==> src/gqi_pkg.sv <==
// shared types and constants for the gyro quaternion integrator
package gqi_pkg;

  localparam int QUAT_FRAC_BITS_DEF = 30;

  // configuration register indexes
  localparam logic [2:0] REG_BIAS_X    = 3'd0;
  localparam logic [2:0] REG_BIAS_Y    = 3'd1;
  localparam logic [2:0] REG_BIAS_Z    = 3'd2;
  localparam logic [2:0] REG_DEAD_ZONE = 3'd3;
  localparam logic [2:0] REG_GAIN      = 3'd4;

  localparam logic [15:0] DEAD_ZONE_RST = 16'd5;
  localparam logic [31:0] GAIN_RST      = 32'd149780;

  localparam logic OP_INTEGRATE = 1'b0;
  localparam logic OP_IDENTITY  = 1'b1;

  typedef enum logic [3:0] {
    ST_IDLE,
    ST_PROD,
    ST_SCALE,
    ST_SQR,
    ST_SQRT,
    ST_DIV,
    ST_OUT
  } gqi_state_t;

  // controller to datapath
  typedef struct packed {
    logic load;      // capture input beat
    logic set_ident; // force identity
    logic prod_step; // one cross-product term
    logic scl_step;  // one gain scaling step
    logic sqr_step;  // one square accumulate
    logic sqrt_init;
    logic sqrt_step;
    logic div_init;
    logic div_step;
    logic commit;    // write normalized quaternion
  } gqi_cmd_t;

  // datapath to controller
  typedef struct packed {
    logic prod_done;
    logic scl_done;
    logic sqr_done;
    logic sqrt_done;
    logic root_zero;
    logic div_done;
    logic is_ident;
  } gqi_sts_t;

endpackage

==> src/gqi_ctrl.sv <==
// controller sequencing one integration step over the shared datapath
module gqi_ctrl (
  input  logic              clk,
  input  logic              rst,
  input  logic              in_valid,
  output logic              in_stall,
  output logic              out_valid,
  input  logic              out_stall,
  output gqi_pkg::gqi_cmd_t cmd,
  input  gqi_pkg::gqi_sts_t sts
);

  gqi_pkg::gqi_state_t state, state_next;

  // state register
  always_ff @(posedge clk) begin
    if (rst) state <= gqi_pkg::ST_IDLE;
    else state <= state_next;
  end

  // output beat pending while a finished result waits
  logic pend, pend_next;
  always_ff @(posedge clk) begin
    if (rst) pend <= 1'b0;
    else pend <= pend_next;
  end

  assign out_valid = pend;
  assign in_stall  = (state != gqi_pkg::ST_IDLE) || (pend && out_stall);

  // next state and commands
  always_comb begin
    state_next = state;
    cmd = '0;
    pend_next = pend && out_stall;
    unique case (state)
      gqi_pkg::ST_IDLE: begin
        if (in_valid && !in_stall) begin
          cmd.load = 1'b1;
          state_next = gqi_pkg::ST_PROD;
        end
      end
      gqi_pkg::ST_PROD: begin
        if (sts.is_ident) begin
          cmd.set_ident = 1'b1;
          state_next = gqi_pkg::ST_OUT;
        end else begin
          cmd.prod_step = 1'b1;
          if (sts.prod_done) state_next = gqi_pkg::ST_SCALE;
        end
      end
      gqi_pkg::ST_SCALE: begin
        cmd.scl_step = 1'b1;
        if (sts.scl_done) state_next = gqi_pkg::ST_SQR;
      end
      gqi_pkg::ST_SQR: begin
        cmd.sqr_step = 1'b1;
        if (sts.sqr_done) begin
          cmd.sqrt_init = 1'b1;
          state_next = gqi_pkg::ST_SQRT;
        end
      end
      gqi_pkg::ST_SQRT: begin
        cmd.sqrt_step = 1'b1;
        if (sts.sqrt_done) begin
          if (sts.root_zero) begin
            cmd.set_ident = 1'b1;
            state_next = gqi_pkg::ST_OUT;
          end else begin
            cmd.div_init = 1'b1;
            state_next = gqi_pkg::ST_DIV;
          end
        end
      end
      gqi_pkg::ST_DIV: begin
        cmd.div_step = 1'b1;
        if (sts.div_done) begin
          cmd.commit = 1'b1;
          state_next = gqi_pkg::ST_OUT;
        end
      end
      gqi_pkg::ST_OUT: begin
        pend_next = 1'b1;
        state_next = gqi_pkg::ST_IDLE;
      end
      default: state_next = gqi_pkg::ST_IDLE;
    endcase
  end

endmodule

==> config.mk <==
export PLATFORM = sky130hd
export DESIGN_NAME = gqi_ctrl
export DESIGN_NICKNAME = d
export VERILOG_FILES = /design/src/gqi_pkg.sv /design/src/gqi_ctrl.sv
export SDC_FILE = /design/constraint.sdc
export NUM_CORES = 1
export LEC_CHECK = 0
export BUFFER_PORTS_ARGS = -buffer_cell sky130_fd_sc_hd__buf_2
export CAP_MARGIN = 25
export CORE_AREA = 2 2 39 41
export CTS_CLUSTER_SIZE = 10
export DETAILED_ROUTE_END_ITERATION = 6
export DIE_AREA = 0 0 41 43
export PLACE_DENSITY = 0.54
export SLEW_MARGIN = 20
export SYNTH_ARGS = -nofsm -noshare
export SYNTH_HDL_FRONTEND = slang
export SYNTH_SLANG_ARGS = --single-unit
==> constraint.sdc <==
create_clock -name clk -period 2.1 [get_ports clk]
set_input_delay 0.105 -clock clk [delete_from_list [all_inputs] [get_ports clk]]
set_output_delay 0.105 -clock clk [all_outputs]
set_load 0.005 [all_outputs]
# ---- Yosys cells after proc, flatten, opt, wreduce, memory -nomap -nowiden
# Cells that the tools add are included.
dict set report op_classes {
  eq_ne 12
  n_mux 26
  reduce_logical 7
}
# cell count
set op_table {}
lappend op_table {{4-bit two-way mux} 7}
lappend op_table {{4-bit one-hot mux with 6 select lines} 1}
lappend op_table {{1-bit two-way mux} 13}
lappend op_table {{4-bit by 3-bit equality test with 1-bit output (second input constant)} 3}
lappend op_table {{2-bit != test (second input constant)} 5}
lappend op_table {{4-bit by 2-bit equality test with 1-bit output (second input constant)} 2}
lappend op_table {{2-bit two-way mux} 4}
lappend op_table {{6-bit AND reduction} 1}
lappend op_table {{4-bit by 1-bit equality test with 1-bit output (second input constant)} 1}
lappend op_table {{4-bit logical NOT} 1}
lappend op_table {{4-bit nonzero test} 1}
lappend op_table {{3-bit != test (second input constant)} 1}
lappend op_table {{1-bit logical AND} 2}
lappend op_table {{1-bit one-hot mux with 2 select lines} 1}
lappend op_table {{1-bit logical NOT} 1}
lappend op_table {{1-bit logical OR} 1}
dict set report totals {
  reg_bits 5
  input_bits 11
  output_inout_bits 12
  elab_cells 47
}

# ---- Logic depth before layout (Yosys ltp)
dict set report logic_depth {
  word_depth 6
  ltp_mapped 5
  depth_no_buf 4
}

# ---- Worst setup path before layout
# Ideal clock, no wire load.
dict set report synth_path {
  path_type {register to register}
  start {reg state[0]}
  end {reg state[2]}
  setup_ns 0.070
  t_arrival_ns 1.432
  required_time_ns 2.030
  slack_ns 0.598
  path_stages_with_launch 6
  n_path_buf 1
  synth_period_minus_slack_ns 1.502
  path_cell_list {dfxtp_1 > buf_6 > nand2b_4 > a32o_1 > or4_1 > a21oi_1}
}
dict set report synth_between {
  elab_chain_len 6
  word_cells_on_any_way 18
  classes_between {11 x eq/ne; 1 x mux; 6 x reduce/logical}
}
# element line_no
set synth_rtl {}
lappend synth_rtl {{from (decl)} gqi_ctrl.sv:13} ;# gqi_pkg::gqi_state_t state, state_next;
lappend synth_rtl {{from (signal assigned)} gqi_ctrl.sv:17} ;# if (rst) state <= gqi_pkg::ST_IDLE;
lappend synth_rtl {{from (signal assigned)} gqi_ctrl.sv:18} ;# else state <= state_next;
lappend synth_rtl {{4-bit nonzero test} gqi_ctrl.sv:29} ;# assign in_stall = (state != gqi_pkg::ST_IDLE) || (pend && out_stall);
lappend synth_rtl {{1-bit logical OR} gqi_ctrl.sv:29}
lappend synth_rtl {{1-bit logical NOT} gqi_ctrl.sv:38} ;# if (in_valid && !in_stall) begin
lappend synth_rtl {{1-bit logical AND} gqi_ctrl.sv:38}
lappend synth_rtl {{2-bit != test (no line)} -}
lappend synth_rtl {{6-bit AND reduction (no line)} -}
# Several ways; a longest one is shown, not always the timed one.
# A chain may end at the register's enable or synchronous reset.

# ---- Worst setup path in the final report
# Ends and elaborated chain as after synthesis.

==> results.json <==
{
  "cts-resized-gates": 0,
  "cts_inserted_buffers": 3,
  "vdd_drop_max_mv": 0.5118,
  "drc": 0,
  "yosysTopAreaCell": "dfxtp_1",
  "p_leak_uw": 0.0002521,
  "grt_use_total_pct": 11.65,
  "yosys.area.top_type_share_pct": 21.62,
  "seq_area_frac_synth_pct": 21.62,
  "syn2layout_area_growth_pct": 32.77,
  "drt-wirelength-per-cell_um": 10.16,
  "fill_cells": 160,
  "p_seq_share_pct": 32.5,
  "critPathKind": "reg -> reg",
  "yosysWarnings": 0,
  "wirelength_um": 874,
  "grt_pass1_wl_um": 1366,
  "critPathCaptureType": "flip-flop",
  "cts_tree": "built",
  "syn_nets": 60,
  "required_ns": 2.26,
  "fp.dieH_um": 43,
  "final_cell_area_um2": 491.7,
  "period_minus_slack_ns": 1.773,
  "holdWs_ns": 0.07848,
  "clockPowerShare_pct": 16.6,
  "clockBufferDepth": 2,
  "rows": 14,
  "num_vias": 405,
  "finalSetupViolations": 0,
  "hold_viol_final": 0,
  "io_pins": 23,
  "synthCells": 49,
  "place_congestion": 0.6339,
  "grt_max_degree": 19,
  "root_buffer": "clkbuf_4",
  "grt_pass1_vias": 334,
  "hold_buffers": 0,
  "fmax_mhz": 564.1,
  "powerDensity_nw_per_um2": 1118,
  "die_x_um": 41,
  "port_buffers": 22,
  "hpwlAfterDp_um": 674.4,
  "fin_tns_setup_ns": 0,
  "status": "finished, final reports clean",
  "hold_start": "rst",
  "switchingPower_uw": 227.0,
  "crit_arrival_ns": 1.94,
  "period_share_pct": 84.41,
  "avgViaCountPerCell": 4.709,
  "sw_frac_of_total_pct": 41.28,
  "postPlaceCellArea_um2": 469.2,
  "most-common-layout-cells": "buf_2, a21oi_1, nand2_1, nor2_1, dfxtp_1",
  "worst_pin_slew_ns": 0.4962,
  "hold_path.class": "in -> reg",
  "path_delay_family": "flip-flops",
  "dr.first_iter.drc_count": 6,
  "finalClockSkew_ns": 0.002558,
  "cpPeakStageDelay_ns": 0.62,
  "cap_violations": 0,
  "worst_slack_ns": 0.3273,
  "ant_nets": 0,
  "pre_cts_slack_ns": 0.3180,
  "antenna_cells": 0,
  "clk_latency_ns": 0.23,
  "critPathMaxFanout": 18,
  "netlist_area_um2": 370.4,
  "crit_chain": "nand2_1, a32o_1, or4_1, a21oi_1",
  "synth.area.top_cells": "dfxtp_1, a21oi_1, buf_6, and3_1, o21ai_0",
  "synth_cell_types": 26,
  "combPwrFrac_pct": 50.9,
  "antenna_found_initial": 0,
  "clkTransAtPathRegs_ns": 0.04,
  "fin_nets": 83,
  "crit_slowest_cell": "dfxtp_1",
  "cts.sinks": 4,
  "p_int_uw": 322.8,
  "start_util_pct": 26.76,
  "critPathBufInv": 0,
  "stdcell_count": 86,
  "core-area_um2": 1384,
  "first_pass_iters": 4,
  "start_kind": "flip-flop",
  "grt_overflow": 0,
  "slew_viol_final": 0,
  "die_area_um2": 1763,
  "dp_cells": 83,
  "startpoint": "state[0]$_SDFFE_PP0P_",
  "ys_ff_latch": 4,
  "post_cts_buffers": 0,
  "slew_headroom_pct": 66.87,
  "synth.avg_cell_area_um2": 7.558,
  "layout.cells.most_common": "buf_2",
  "htreeDepth": 1,
  "layout-drive-gt1-share_pct": 40.00,
  "rr_startpoint": "state[0]$_SDFFE_PP0P_",
  "rsz0062_at_grt": "no"
}
-- final timing paths --
path | endpoint | cells past startpoint | slack [ns]
setup / recovery | state[2]$_SDFFE_PP0P_ | 4 | 0.33
hold / removal | state[2]$_SDFFE_PP0P_ | 2 | 0.08
setup reg to reg | state[2]$_SDFFE_PP0P_ | 4 | 0.33
hold reg to reg | out_valid$_SDFF_PP0_ | 2 | 0.53
-- registers in the layout, indices dropped and copies added (netlist names) --
signal,flops
out_valid,1
state,3
-- power by group through the flow --
stage               clock (µW)  combinational (µW)  sequential [µW]
floorplan                    0                 287              112
global placement             0                 282              180
detailed placement           0                 283              180
CTS                       97.8                 284              179
global route               108                 319              189
finish                    91.2                 280              179
-- cell families after synthesis --
family | synth area share [%]
DFF | 21.62
AOI/OAI and AO/OA | 22.30
muxes | 2.703
and+or+nand+nor | 42.90
buffers and inverters | 10.47
-- routing by layer --
metal  vias to the layer above  track usage [%]  routed length (µm)
met5                         -                0                   0
li1                        220                -                   -
met4                         0            4.000                   0
met2                        18            16.25                 369
met1                       167            14.79                 435
met3                         0            6.283                  68
-- final cells by class --
class                           instances  area, µm²  share of cell area, %
Inverter                                2      7.507                  1.527
Sequential cell                         4      80.08                  16.28
Multi-Input combinational cell         39      251.5                  51.14
Clock buffer                            3      22.52                  4.580
Timing Repair Buffer                   22      110.1                  22.39
Tap cell                               16      20.02                  4.071
-- synth_stat cells (all sizes together) --
cell,instances
a21bo,1
a21oi,5
a22o,1
a31oi,1
a32o,1
and2,2
and3,3
buf,3
clkbuf,1
dfxtp,4
inv,2
mux2i,1
nand2,4
nand2b,2
nand3b,1
nor2,4
nor2b,3
nor3,2
nor4b,1
o21ai,3
o31ai,1
or4,2
or4b,1
-- metrics by stage --
step,utilization [%],total power (µW)
floorplan,-,398.8
CTS,35.53,560.1
detailed placement,33.91,462.4
global route,35.53,616.0
finish,35.53,549.8
global placement,33.91,462.4
-- worst register-to-register path: stages, from the launching register on --
cell and delay (ns):
dfxtp_1 0.62, nand2_1 0.11, a32o_1 0.33, or4_1 0.52, a21oi_1 0.14
Note: power is estimated with default switching activity, not from simulation.
